## src/rtl/core/pfi_pkg.sv

```systemverilog
// Shared constants and control structs of the polyphase FIR interpolator.
package pfi_pkg;

    localparam int RATIO_DEF      = 2;
    localparam int TAPS_DEF       = 63;
    localparam int PHASE_TAPS_DEF = 32;

    localparam int SAMPLE_W = 24;              // Q1.23 samples
    localparam int COEF_W   = 18;              // Q2.16 coefficients
    localparam int FRAC_W   = 16;              // coefficient fraction bits
    localparam int DIGIT_W  = 8;               // sample bits per multiply cycle
    localparam int DIGITS   = SAMPLE_W / DIGIT_W;
    localparam int DIG_CW   = $clog2(DIGITS);

    // One multiply step handed to the MAC
    typedef struct packed {
        logic              valid;
        logic [DIG_CW-1:0] digit;   // digit position within the sample
        logic              clear;   // first digit of the first tap
        logic              done;    // last digit of the last tap
        logic              last_br; // step belongs to the last branch
    } mac_ctl_t;

    // What the MAC reports back
    typedef struct packed {
        logic                valid; // finished branch result
        logic                busy;  // accumulate stage still working
        logic                last;
        logic [SAMPLE_W-1:0] sample;
    } mac_res_t;

endpackage

```

## src/rtl/core/pfi_ram.sv

```systemverilog
// Generic single-write, single-read RAM with registered read data.
module pfi_ram #(
    parameter int WIDTH = pfi_pkg::SAMPLE_W,
    parameter int DEPTH = pfi_pkg::PHASE_TAPS_DEF
) (
    input  logic                     clk,
    input  logic                     we,
    input  logic [$clog2(DEPTH)-1:0] waddr,
    input  logic [WIDTH-1:0]         wdata,
    input  logic [$clog2(DEPTH)-1:0] raddr,
    output logic [WIDTH-1:0]         rdata
);

    logic [WIDTH-1:0] mem [DEPTH];
    logic [WIDTH-1:0] rdata_reg;

    always_ff @(posedge clk)
    begin
        if (we)
        begin
            mem[waddr] <= wdata;
        end
        rdata_reg <= mem[raddr];
    end

    assign rdata = rdata_reg;

endmodule

```

## src/rtl/core/pfi_mac.sv

```systemverilog
// Digit-serial multiply-accumulate with rounding and saturation of the branch sum.
module pfi_mac #(
    parameter int PHASE_TAPS = pfi_pkg::PHASE_TAPS_DEF
) (
    input  logic                                clk,
    input  logic                                rst_n,
    input  pfi_pkg::mac_ctl_t                   ctl,
    input  logic signed [pfi_pkg::COEF_W-1:0]   coef,
    input  logic [pfi_pkg::SAMPLE_W-1:0]        smp,
    input  logic                                smp_ok,
    output pfi_pkg::mac_res_t                   res
);

    localparam int DW     = pfi_pkg::DIGIT_W;
    localparam int SW     = pfi_pkg::SAMPLE_W;
    localparam int PP_W   = pfi_pkg::COEF_W + DW + 1;
    localparam int ACC_W  = pfi_pkg::COEF_W + SW + $clog2(PHASE_TAPS) + 1;
    localparam int FW     = pfi_pkg::FRAC_W;
    localparam logic signed [ACC_W-1:0] HALF_LSB = ACC_W'(2 ** (FW - 1));
    localparam logic signed [ACC_W-1:0] SAT_MAX  = ACC_W'(2 ** (SW - 1) - 1);
    localparam logic signed [ACC_W-1:0] SAT_MIN  = ACC_W'(-(2 ** (SW - 1)));

    logic [SW-1:0]            masked;
    logic [DW-1:0]            digit;
    logic                     top_dig;
    logic signed [DW:0]       dig_ext;
    logic signed [PP_W-1:0]   pp_next;
    logic [SW-DW-1:0]         sh_reg;
    logic [SW-DW-1:0]         sh_next;
    logic signed [PP_W-1:0]   pp_reg;
    pfi_pkg::mac_ctl_t        cctl_reg;
    logic signed [ACC_W-1:0]  addend;
    logic signed [ACC_W-1:0]  acc_reg;
    logic signed [ACC_W-1:0]  acc_next;
    logic                     fin_reg;
    logic                     fin_last_reg;
    logic signed [ACC_W-1:0]  rnd;
    logic signed [ACC_W-1:0]  quo;
    logic [SW-1:0]            sat_val;

    // Digit pick: digit 0 straight from memory, later digits from the shift register
    always_comb
    begin
        masked  = smp_ok ? smp : '0;
        top_dig = (ctl.digit == pfi_pkg::DIG_CW'(pfi_pkg::DIGITS - 1));
        if (ctl.digit == '0)
        begin
            digit   = masked[DW-1:0];
            sh_next = masked[SW-1:DW];
        end
        else
        begin
            digit   = sh_reg[DW-1:0];
            sh_next = sh_reg >> DW;
        end
        // only the top digit carries the sample's sign
        dig_ext = {top_dig & digit[DW-1], digit};
        pp_next = coef * dig_ext;
    end

    always_ff @(posedge clk)
    begin
        if (ctl.valid)
        begin
            sh_reg <= sh_next;
            pp_reg <= pp_next;
        end
    end

    always_ff @(posedge clk or negedge rst_n)
    begin
        if (!rst_n)
        begin
            cctl_reg <= '0;
            fin_reg  <= 1'b0;
        end
        else
        begin
            cctl_reg <= ctl;
            fin_reg  <= cctl_reg.valid & cctl_reg.done;
        end
    end

    // Weight the partial product by its digit position and accumulate
    always_comb
    begin
        addend   = ACC_W'(pp_reg);
        addend   = addend <<< (cctl_reg.digit * DW);
        acc_next = (cctl_reg.clear ? '0 : acc_reg) + addend;
    end

    always_ff @(posedge clk)
    begin
        if (cctl_reg.valid)
        begin
            acc_reg      <= acc_next;
            fin_last_reg <= cctl_reg.last_br;
        end
    end

    // Round half up, then clamp to the sample range
    always_comb
    begin
        rnd = acc_reg + HALF_LSB;
        quo = rnd >>> FW;
        if (quo > SAT_MAX)
        begin
            sat_val = SW'(SAT_MAX);
        end
        else if (quo < SAT_MIN)
        begin
            sat_val = SW'(SAT_MIN);
        end
        else
        begin
            sat_val = SW'(quo);
        end
    end

    assign res.valid  = fin_reg;
    assign res.busy   = cctl_reg.valid;
    assign res.last   = fin_last_reg;
    assign res.sample = sat_val;

endmodule

```

## src/rtl/core/polyphase_fir_interpolator_top.sv

```systemverilog
// Top level of the polyphase FIR interpolator: sequencer, history, coefficient ROM, output word.
// Each accepted input word is written into a PHASE_TAPS-deep history and produces RATIO
// output words, branch 0 first, the last one flagged on m_tlast. A branch is computed by
// one digit-serial MAC that takes a sample 8 bits at a time, one digit per multiply step. A
// stalled sink holds the next branch until its word is taken. The next input word is
// accepted once the last branch's result sits in the output register. Coefficients are
// a Blackman-windowed sinc computed when the design elaborates; the history reads as
// zero after reset.
module polyphase_fir_interpolator_top #(
    parameter int RATIO      = pfi_pkg::RATIO_DEF,
    parameter int TAPS       = pfi_pkg::TAPS_DEF,
    parameter int PHASE_TAPS = pfi_pkg::PHASE_TAPS_DEF
) (
    input  logic                          clk,
    input  logic                          rst_n,
    input  logic                          s_tvalid,
    output logic                          s_tready,
    input  logic [pfi_pkg::SAMPLE_W-1:0]  s_tdata,   // [23:0] sample_in
    output logic                          m_tvalid,
    input  logic                          m_tready,
    output logic [pfi_pkg::SAMPLE_W-1:0]  m_tdata,   // [23:0] sample_out
    output logic                          m_tlast    // last_of_run
);

    localparam int SW     = pfi_pkg::SAMPLE_W;
    localparam int CW     = pfi_pkg::COEF_W;
    localparam int DCW    = pfi_pkg::DIG_CW;
    localparam int NCOEF  = RATIO * PHASE_TAPS;
    localparam int PTR_W  = $clog2(PHASE_TAPS);
    localparam int BR_W   = $clog2(RATIO);
    localparam int CIDX_W = $clog2(NCOEF);

    localparam logic [1:0] ST_IDLE  = 2'd0;
    localparam logic [1:0] ST_WAIT  = 2'd1;
    localparam logic [1:0] ST_RUN   = 2'd2;
    localparam logic [1:0] ST_FLUSH = 2'd3;

    // Kernel design constants, Q30
    localparam longint QONE        = 64'sd1073741824;
    localparam longint PI_Q30      = 64'sd3373259426;
    localparam longint HALF_PI_Q30 = 64'sd1686629713;
    localparam longint W_A0        = (longint'(42) <<< 30) / 100;
    localparam longint W_A1        = (longint'(50) <<< 30) / 100;
    localparam longint W_A2        = (longint'(8) <<< 30) / 100;
    localparam longint CENTRE      = (TAPS - 1) / 2;
    localparam longint KDEN        = 2 * RATIO;
    localparam longint SPAN        = 4 * (TAPS - 1);

    typedef logic signed [CW-1:0] coef_rom_t [NCOEF];

    // sine of a 32-bit turn fraction, Q30, odd Taylor series to x^11
    function automatic longint sin_ph(longint ph);
        logic [1:0] q;
        longint f;
        longint x;
        longint x2;
        longint t;
        longint s;
        q = 2'(ph >>> 30);
        f = ph & 64'sh3FFF_FFFF;
        if (q[0])
        begin
            f = QONE - f;
        end
        x  = (f * HALF_PI_Q30) >>> 30;
        x2 = (x * x) >>> 30;
        t  = QONE;
        t  = QONE - ((x2 * t) >>> 30) / 110;
        t  = QONE - ((x2 * t) >>> 30) / 72;
        t  = QONE - ((x2 * t) >>> 30) / 42;
        t  = QONE - ((x2 * t) >>> 30) / 20;
        t  = QONE - ((x2 * t) >>> 30) / 6;
        s  = (x * t) >>> 30;
        return q[1] ? -s : s;
    endfunction

    function automatic longint sin_kden(longint num);
        longint r;
        r = num % KDEN;
        if (r < 0)
        begin
            r = r + KDEN;
        end
        return sin_ph((r <<< 32) / KDEN);
    endfunction

    function automatic longint sin_span(longint num);
        longint r;
        r = num % SPAN;
        if (r < 0)
        begin
            r = r + SPAN;
        end
        return sin_ph((r <<< 32) / SPAN);
    endfunction

    function automatic longint mul_q30(longint a, longint b);
        return (a * b) / QONE;
    endfunction

    // signed division truncated toward zero, by shift and subtract
    function automatic longint div_trunc(longint a, longint b);
        longint unsigned ua;
        longint unsigned ub;
        longint unsigned rem;
        longint unsigned quo;
        int              i;
        ua  = (a < 0) ? -a : a;
        ub  = (b < 0) ? -b : b;
        rem = '0;
        quo = '0;
        for (i = 63; i >= 0; i--)
        begin
            rem = {rem[62:0], ua[i]};
            if (rem >= ub)
            begin
                rem    = rem - ub;
                quo[i] = 1'b1;
            end
        end
        return ((a < 0) != (b < 0)) ? -longint'(quo) : longint'(quo);
    endfunction

    function automatic longint kern_h(int n);
        longint d;
        longint g;
        longint w;
        d = longint'(n) - CENTRE;
        if (d == 0)
        begin
            g = PI_Q30 / RATIO;
        end
        else
        begin
            g = div_trunc(sin_kden(d), d);
        end
        w = W_A0 - mul_q30(W_A1, sin_span(longint'(4 * n + TAPS - 1)))
                 + mul_q30(W_A2, sin_span(longint'(8 * n + TAPS - 1)));
        return mul_q30(g, w);
    endfunction

    function automatic coef_rom_t build_rom();
        coef_rom_t rom;
        longint    sum;
        longint    num;
        longint    c;
        int        i;
        int        n;
        for (i = 0; i < NCOEF; i++)
        begin
            rom[i] = '0;
        end
        sum = 0;
        for (n = 0; n < TAPS; n++)
        begin
            sum = sum + kern_h(n);
        end
        if (sum <= 0)
        begin
            sum = 1;
        end
        for (n = 0; n < TAPS; n++)
        begin
            num = kern_h(n) * RATIO * 65536;
            if (num >= 0)
            begin
                c = div_trunc(num + sum / 2, sum);
            end
            else
            begin
                c = -div_trunc(-num + sum / 2, sum);
            end
            if (c > 131071)
            begin
                c = 131071;
            end
            if (c < -131072)
            begin
                c = -131072;
            end
            if (n / RATIO < PHASE_TAPS)
            begin
                rom[(n % RATIO) * PHASE_TAPS + n / RATIO] = CW'(c);
            end
        end
        return rom;
    endfunction

    localparam coef_rom_t COEF_ROM = build_rom();

    logic [1:0]              state_reg;
    logic [1:0]              state_next;
    logic [PTR_W-1:0]        ptr_reg;
    logic [PTR_W-1:0]        ptr_next;
    logic [PTR_W-1:0]        ptr_inc;
    logic [PHASE_TAPS-1:0]   valid_reg;
    logic [PHASE_TAPS-1:0]   valid_next;
    logic [PTR_W-1:0]        rd_ptr_reg;
    logic [PTR_W-1:0]        rd_ptr_next;
    logic [PTR_W-1:0]        rd_dec;
    logic [PTR_W-1:0]        k_reg;
    logic [PTR_W-1:0]        k_next;
    logic [DCW-1:0]          j_reg;
    logic [DCW-1:0]          j_next;
    logic [BR_W-1:0]         p_reg;
    logic [BR_W-1:0]         p_next;
    logic [CIDX_W-1:0]       cidx_reg;
    logic [CIDX_W-1:0]       cidx_next;
    logic                    k_last;
    logic                    j_last;
    logic                    p_last;
    logic                    wr_en;
    pfi_pkg::mac_ctl_t       bctl_reg;
    pfi_pkg::mac_ctl_t       bctl_next;
    logic signed [CW-1:0]    coef_reg;
    logic                    vld_reg;
    logic [SW-1:0]           hist_rdata;
    pfi_pkg::mac_res_t       mres;
    logic                    out_valid_reg;
    logic                    out_valid_next;
    logic [SW-1:0]           out_data_reg;
    logic                    out_last_reg;

    assign ptr_inc = (ptr_reg == PTR_W'(PHASE_TAPS - 1)) ? '0 : ptr_reg + 1'b1;
    assign rd_dec  = (rd_ptr_reg == '0) ? PTR_W'(PHASE_TAPS - 1) : rd_ptr_reg - 1'b1;
    assign k_last  = (k_reg == PTR_W'(PHASE_TAPS - 1));
    assign j_last  = (j_reg == DCW'(pfi_pkg::DIGITS - 1));
    assign p_last  = (p_reg == BR_W'(RATIO - 1));

    assign s_tready = (state_reg == ST_IDLE);

    always_comb
    begin
        state_next  = state_reg;
        ptr_next    = ptr_reg;
        valid_next  = valid_reg;
        rd_ptr_next = rd_ptr_reg;
        k_next      = k_reg;
        j_next      = j_reg;
        p_next      = p_reg;
        cidx_next   = cidx_reg;
        wr_en       = 1'b0;
        bctl_next   = '0;
        unique case (state_reg)
            ST_IDLE:
            begin
                if (s_tvalid)
                begin
                    wr_en               = 1'b1;
                    ptr_next            = ptr_inc;
                    valid_next[ptr_inc] = 1'b1;
                    p_next              = '0;
                    cidx_next           = '0;
                    state_next          = ST_WAIT;
                end
            end
            ST_WAIT:
            begin
                // a branch starts only with the output word free, so its result has a place
                if (!out_valid_reg)
                begin
                    rd_ptr_next = ptr_reg;
                    k_next      = '0;
                    j_next      = '0;
                    state_next  = ST_RUN;
                end
            end
            ST_RUN:
            begin
                bctl_next.valid   = 1'b1;
                bctl_next.digit   = j_reg;
                bctl_next.clear   = (k_reg == '0) && (j_reg == '0);
                bctl_next.done    = k_last && j_last;
                bctl_next.last_br = p_last;
                if (j_last)
                begin
                    j_next      = '0;
                    cidx_next   = cidx_reg + 1'b1;
                    rd_ptr_next = rd_dec;
                    if (k_last)
                    begin
                        k_next     = '0;
                        state_next = ST_FLUSH;
                    end
                    else
                    begin
                        k_next = k_reg + 1'b1;
                    end
                end
                else
                begin
                    j_next = j_reg + 1'b1;
                end
            end
            ST_FLUSH:
            begin
                if (!bctl_reg.valid && !mres.busy)
                begin
                    if (p_last)
                    begin
                        state_next = ST_IDLE;
                    end
                    else
                    begin
                        p_next     = p_reg + 1'b1;
                        state_next = ST_WAIT;
                    end
                end
            end
            default:
            begin
                state_next = ST_IDLE;
            end
        endcase
    end

    always_comb
    begin
        out_valid_next = out_valid_reg;
        if (mres.valid)
        begin
            out_valid_next = 1'b1;
        end
        else if (m_tready)
        begin
            out_valid_next = 1'b0;
        end
    end

    always_ff @(posedge clk or negedge rst_n)
    begin
        if (!rst_n)
        begin
            state_reg     <= ST_IDLE;
            ptr_reg       <= PTR_W'(PHASE_TAPS - 1);
            valid_reg     <= '0;
            rd_ptr_reg    <= '0;
            k_reg         <= '0;
            j_reg         <= '0;
            p_reg         <= '0;
            cidx_reg      <= '0;
            bctl_reg      <= '0;
            out_valid_reg <= 1'b0;
        end
        else
        begin
            state_reg     <= state_next;
            ptr_reg       <= ptr_next;
            valid_reg     <= valid_next;
            rd_ptr_reg    <= rd_ptr_next;
            k_reg         <= k_next;
            j_reg         <= j_next;
            p_reg         <= p_next;
            cidx_reg      <= cidx_next;
            bctl_reg      <= bctl_next;
            out_valid_reg <= out_valid_next;
        end
    end

    // Coefficient and history-valid flag line up with the registered memory read
    always_ff @(posedge clk)
    begin
        coef_reg <= COEF_ROM[cidx_reg];
        vld_reg  <= valid_reg[rd_ptr_reg];
        if (mres.valid)
        begin
            out_data_reg <= mres.sample;
            out_last_reg <= mres.last;
        end
    end

    pfi_ram #(
        .WIDTH (SW),
        .DEPTH (PHASE_TAPS)
    ) u_hist (
        .clk   (clk),
        .we    (wr_en),
        .waddr (ptr_inc),
        .wdata (s_tdata),
        .raddr (rd_ptr_reg),
        .rdata (hist_rdata)
    );

    pfi_mac #(
        .PHASE_TAPS (PHASE_TAPS)
    ) u_mac (
        .clk    (clk),
        .rst_n  (rst_n),
        .ctl    (bctl_reg),
        .coef   (coef_reg),
        .smp    (hist_rdata),
        .smp_ok (vld_reg),
        .res    (mres)
    );

    assign m_tvalid = out_valid_reg;
    assign m_tdata  = out_data_reg;
    assign m_tlast  = out_last_reg;

endmodule

```

## config.mk

```make
export PLATFORM = sky130hd
export DESIGN_NAME = polyphase_fir_interpolator_top
export DESIGN_NICKNAME = d
export VERILOG_FILES = /design/src/rtl/core/pfi_pkg.sv /design/src/rtl/core/pfi_ram.sv /design/src/rtl/core/pfi_mac.sv /design/src/rtl/core/polyphase_fir_interpolator_top.sv
export SDC_FILE = /design/constraint.sdc
export NUM_CORES = 2
export LEC_CHECK = 0
export ABC_AREA = 1
export BUFFER_PORTS_ARGS = -buffer_cell sky130_fd_sc_hd__buf_4
export CAP_MARGIN = 0
export CORE_MARGIN = 2
export CORE_UTILIZATION = 45
export CTS_CLUSTER_SIZE = 8
export DETAILED_ROUTE_END_ITERATION = 8
export MAX_ROUTING_LAYER = met4
export SKIP_CTS_REPAIR_TIMING = 1
export SYNTH_ARGS = -nofsm -noshare
export SYNTH_HDL_FRONTEND = slang
export SYNTH_HIERARCHICAL = 1
export SYNTH_SLANG_ARGS = --single-unit
```

## constraint.sdc

```tcl
create_clock -name clk -period 7.09 [get_ports clk]
set_input_delay 1.418 -clock clk [delete_from_list [all_inputs] [get_ports clk]]
set_output_delay 1.418 -clock clk [all_outputs]
set_load 0.02 [all_outputs]
```

# Yosys cells after proc, flatten, opt, wreduce, memory -nomap -nowiden
# Memories as Yosys holds them, arrays and structs flattened. A register that Yosys moved wholly into a read port is not among the register bits.
# Index checks and enable logic that the tools add are counted.
# totals
ff_bits	190
latchBits	0
mem_bits_rw	768
mem_bits_ro	1152
in_bits	28
out_inout_bits	27
elab_cells	125
mem_count	2
# op_classes
n_addsub	8
n_mul	1
n_div	0
n_lt_le_gt_ge	5
n_eq_ne	12
shifts	1
mux	42
bitwise	4
reduce_logical	22
# memory_table
memory	words	word_bits	read_ports	rd_ports_with_merged_regs	wr	line_no	text
(name not given)	64	18	1	1	0	polyphase_fir_interpolator_top.sv:363	coef_reg <= COEF_ROM[cidx_reg];
u_hist.mem	32	24	1	1	1	pfi_ram.sv:14	logic [WIDTH-1:0] mem [DEPTH];
# op_table
cell	count
adder 48 x 17 -> 48 bit (second input constant)	1
adder 48 bit	1
2-to-1 mux 48 bit	1
<<< shifter 27 x 5 -> 48 bit	1
2-to-1 mux 5 bit	7
> comparator 32 x 24 -> 1 bit (second input constant)	1
less-than comparator 32 x 24 -> 1 bit (second input constant)	1
bitwise OR 32 bit	1
multiplier 18 x 9 -> 27 bit	1
2-to-1 mux 24 bit	1
case mux 5 bit (2 select lines)	2
2-to-1 mux 6 bit	3
2-to-1 mux 16 bit	1
2-to-1 mux 8 bit	2
2-to-1 mux 2 bit	7
less-than comparator 5 x 6 -> 1 bit (second input constant)	2
2-to-1 mux 1 bit	12
case mux 6 bit (2 select lines)	1
adder 5 x 1 -> 5 bit (second input constant)	2
== test 5 bit (second input constant)	2
logical NOT 5 bit	2
inequality test 2 bit (second input constant)	5
AND reduction 3 bit	3
== test 2 bit (second input constant)	4
other kinds (19)	31

# Logic depth before layout (Yosys ltp)
# depth
depth_word	7
ltp_mapped	31
ltp_nobuf	29

# Cells and area by module
# Netlist, hierarchy kept.
# by_module_without_submodules
module	n_inst	cells_per_inst	area_per_inst_um2	seq_area_each_um2
pfi_ram	1	2665	31760.5	23542.6
pfi_mac	1	1898	14174.8	2937.8
polyphase_fir_interpolator_top	1	587	5193.7	2743.9

# Worst setup path before layout
# Ideal clock, no wire load.
# synth_path
kind	register -> register
start	reg bctl_reg[4] (netlist bit)
end	reg u_mac.pp_reg[25] (data pin)
setup_time_ns	0.265
arrival_ns	5.549
required_time_ns	6.825
slack_ns	1.275
stages_incl_launch_ff	25
n_path_buf	2
period_less_slack_ns	5.815
path_cell_list	dfrtp_1 -> nor2_2 -> inv_1 -> nor2_2 -> inv_2 -> buf_2 -> o22ai_2 -> buf_2 -> nand2_1 -> fa_1 -> inv_1 -> fa_1 -> fa_1 -> fa_1 -> inv_1 -> fa_1 -> inv_1 -> ha_1 -> a21oi_1 -> o21ai_0 -> nand2_1 -> nand3_1 -> a21oi_1 -> o21ai_0 -> xor2_1
# synth_between
elab_chain_len	4
word_cells_on_any_way	5
cone_classes	mul (1); eq/ne (1); mux (1); bitwise (1); reduce/logical (1)
# synth_lines
item	line_no	text
start, declared	polyphase_fir_interpolator_top.sv:213	pfi_pkg::mac_ctl_t bctl_reg;
start signal, assigned	polyphase_fir_interpolator_top.sv:355	bctl_reg <= bctl_next;
logical NOT 2 bit	pfi_mac.sv:46	if (ctl.digit == '0)
2-to-1 mux 8 bit	pfi_mac.sv:46	
bitwise AND 1 bit	pfi_mac.sv:57	dig_ext = {top_dig & digit[DW-1], digit};
multiplier 18 x 9 -> 27 bit (*)	pfi_mac.sv:58	pp_next = coef * dig_ext;
via u_mac.pp_next[25]	pfi_mac.sv:27	logic signed [PP_W-1:0] pp_next;
end signal, assigned	pfi_mac.sv:66	pp_reg <= pp_next;
end, declared	pfi_mac.sv:30	logic signed [PP_W-1:0] pp_reg;
# Mark *: on every way through the listed nets, which the timed path passes. The rest lies on a longest branch.
# A chain may end at the register's enable or synchronous reset.

# Worst setup path after layout
# Ends and elaborated chain as after synthesis.

==> qor.txt <==
number of global-route vias before repair -> 35,100
CP Cell Sequence -> nor2_2 -> inv_1 -> nor2_2 -> buf_4 -> inv_2 -> o22ai_2 -> nand2_1 -> fa_1 -> inv_1 -> fa_1 -> fa_1 -> fa_1 -> inv_1 -> fa_1 -> inv_1 -> ha_1 -> a21oi_1 -> o21ai_0 -> nand2_1 -> nand3_1 -> a21oi_1 -> o21ai_0 -> xor2_1
Max-Cap Viols -> 0
pwr dens -> 224 nW/um^2
Final period util -> 91.0%
share of cells above drive strength 1 -> 7.33%
cell repeated most along the worst path -> fa_1
Vias per Instance -> 5.37
Leak -> 22.9 nW
Vias -> 36,200
Max Slew Vio Count -> 0
Post-synth EDFFs -> 885
final worst slack -> 0.635 ns
Min Clock Period, post-route -> 6.46 ns
CTS root buffer -> clkbuf_16
CTS tree -> done
Filler cells -> 10,300
Design Area, Final -> 56,800 um^2
count of nets after finishing -> 5,471
Die ar. -> 116,000 um^2
area post-placement -> 52,800 um^2
Synth Instances -> 5,150
most frequent cells in the layout -> nand2_1, edfxtp_1, nand3_1, inv_1, nor2_1
YS warnings -> 6
CTS Sinks -> 999
actual slew at the worst max-slew pin -> 1.23 ns
Max-slew headroom -> 17.6%
area growth from synthesis to layout -> 11.2%
HPWL after DPL -> 83,100 um
library cells used by synthesis -> 63
global-route wire length before repair -> 211,000 um
first drt pass iteration count -> 6
top achievable clock speed -> 155 MHz
DR WL/cell -> 20.5 um
DRT antenna net count -> 0
Largest register FFs -> 768
largest net degree at the start of global routing -> 193
die width -> 341 um
WL final -> 138,000 um
reg-to-reg startpoint -> bctl_reg[4]
Final Hold Viols -> 0
syn avg cell area -> 9.93 um^2
clock skew -> 0.0436 ns
CP Data Required Time -> 7.57 ns
max incr delay on CP -> 0.55 ns
setup_tns -> 0 ns
DR iter-0 viols -> 3,390
sequential area share after synthesis -> 57.2%
DIE HEIGHT -> 341 um
commonest non-fill, non-tap cell in the layout -> nand2_1
Hold Crit Class -> flip-flop to flip-flop
final cell utilization of the core -> 50.5%
total grt overflow -> 0
Core ar. -> 113,000 um^2
setup violators final -> 0
Crit. Startpoint -> bctl_reg[4]
I/O Buffers -> 54
maximum VDD drop -> 0.000224 V
WP buf/inv -> 6
Final GP Congestion -> 0.950
CTS Buf Count -> 143
Mapped Nets -> 5,438
H-Tree Depth -> 4
row cnt -> 123
Critical Path AT -> 6.94 ns
status -> complete, no violations
clk_lat worst skew -> 0.75 ns
Max Buffers Root-to-Sink -> 3
# DRC -> 0
crit path launch type -> flip-flop
dpl ws -> 0.598 ns
cell area after synthesis -> 51,100 um^2
Initial Util -> 45.4%
initial antenna violation count -> 4
RSZ-0062 raised after global routing -> false
CP Max Fanout -> 14
flops & latches, synth -> 999
asr flop ratio synth -> 7.21%
Hold Startpoint -> bctl_reg[0]
worst hold margin -> 0.349 ns
WS Path Type -> flip-flop to flip-flop
worst-path cell with the longest stage delay -> fa_1
Synth Flop Type -> edfxtp_1
crit path capture type -> flip-flop
io pins -> 55
clock slew at reported path FFs -> 0.05 ns
Worst path top cell family by delay -> adder cells
overall fraction of global-route tracks in use -> 24.5%
[Yosys cell counts (all sizes together) (2+ instances only)]
master | count | area [um^2]
nand2 | 1625 | 6180
edfxtp | 885 | 26600
nand3 | 701 | 3530
nor2 | 426 | 1690
inv | 415 | 1570
buf | 180 | 1190
fa | 134 | 2680
ha | 126 | 1580
a21oi | 122 | 611
o21ai | 121 | 621
dfrtp | 67 | 1680
xor2 | 65 | 569
dfxtp | 42 | 841
clkbuf | 38 | 163
nor3 | 36 | 218
o21bai | 27 | 203
xnor2 | 25 | 219
mux2i | 24 | 240
nand4 | 12 | 75.1
a21boi | 9 | 67.6
o211ai | 9 | 67.6
a21o | 8 | 60.1
a22o | 8 | 70.1
o22ai | 7 | 56.3
a31oi | 6 | 37.5
a22oi | 5 | 47.5
dfstp | 5 | 131
o21a | 5 | 37.5
a211oi | 3 | 22.5
and2 | 2 | 12.5
nor3b | 2 | 20.0
or2 | 2 | 12.5
[cells by family (layout without fill, tap and decap cells)]
kind of cell | Yosys count | count (layout) | share of synthesized area [%]
multiplexers | 25 | 25 | 0.492
XOR/XNOR | 90 | 90 | 1.54
AO/OA/AOI/OAI | 333 | 333 | 3.77
buffers and inverters | 634 | 722 | 5.72
other | 0 | 4 | 0
flip-flops | 999 | 999 | 57.2
AND/OR/NAND/NOR | 2809 | 2809 | 23.0
adder cells (fa/ha/maj) | 260 | 260 | 8.33
[path summary, 6_finish.rpt]
kind                                endpoint  slack, ns  cells after the start
min in group asynchronous        cidx_reg[0]       0.82                      1
setup / recovery            u_mac/pp_reg[25]       0.63                     23
max in group asynchronous      rd_ptr_reg[2]       5.59                      1
hold / removal             u_mac/cctl_reg[0]       0.35                      0
setup reg to reg            u_mac/pp_reg[25]       0.63                     23
hold reg to reg            u_mac/cctl_reg[0]       0.35                      0
[final cells by class]
cell class / instances / area [um^2] / area share [%]
Sequential cell: 999 / 29200 / 51.4
Multi-Input combinational cell: 3517 / 19200 / 33.8
Clock buffer: 186 / 3800 / 6.69
Tap cell: 1500 / 1880 / 3.30
Inverter: 416 / 1590 / 2.79
Timing Repair Buffer: 106 / 846 / 1.49
Clock inverter: 14 / 253 / 0.445
Antenna cell: 4 / 10.0 / 0.0176
[through the flow]
stage,total power (W),cells
floorplan,0.00651,5150
detailed placement,0.00659,6538
global route,0.0131,6741
finish,0.0127,6742
CTS,0.0128,6738
global placement,0.00659,6538
[routing by layer]
layer / share of wire (%) / track usage [%] / wire length [um] / up-vias
met5: 0 / - / 0 / -
met1: 43 / 32.1 / 59000 / 17500
met3: 6.2 / 3.49 / 8590 / 252
met4: 2.8 / 7.82 / 3840 / 0
li1: - / - / - / 17200
met2: 48 / 39.6 / 67000 / 1217
[power by group]
group          internal [W]  total (W)  leakage (nW)              switching, W
logic             0.0000101  0.0000785          11.6                 0.0000684
clock network       0.00373    0.00622          1.95                   0.00249
registers           0.00640    0.00640          9.38  0.0000000000000000000169
No activity file was read; power rests on OpenSTA's default activity.
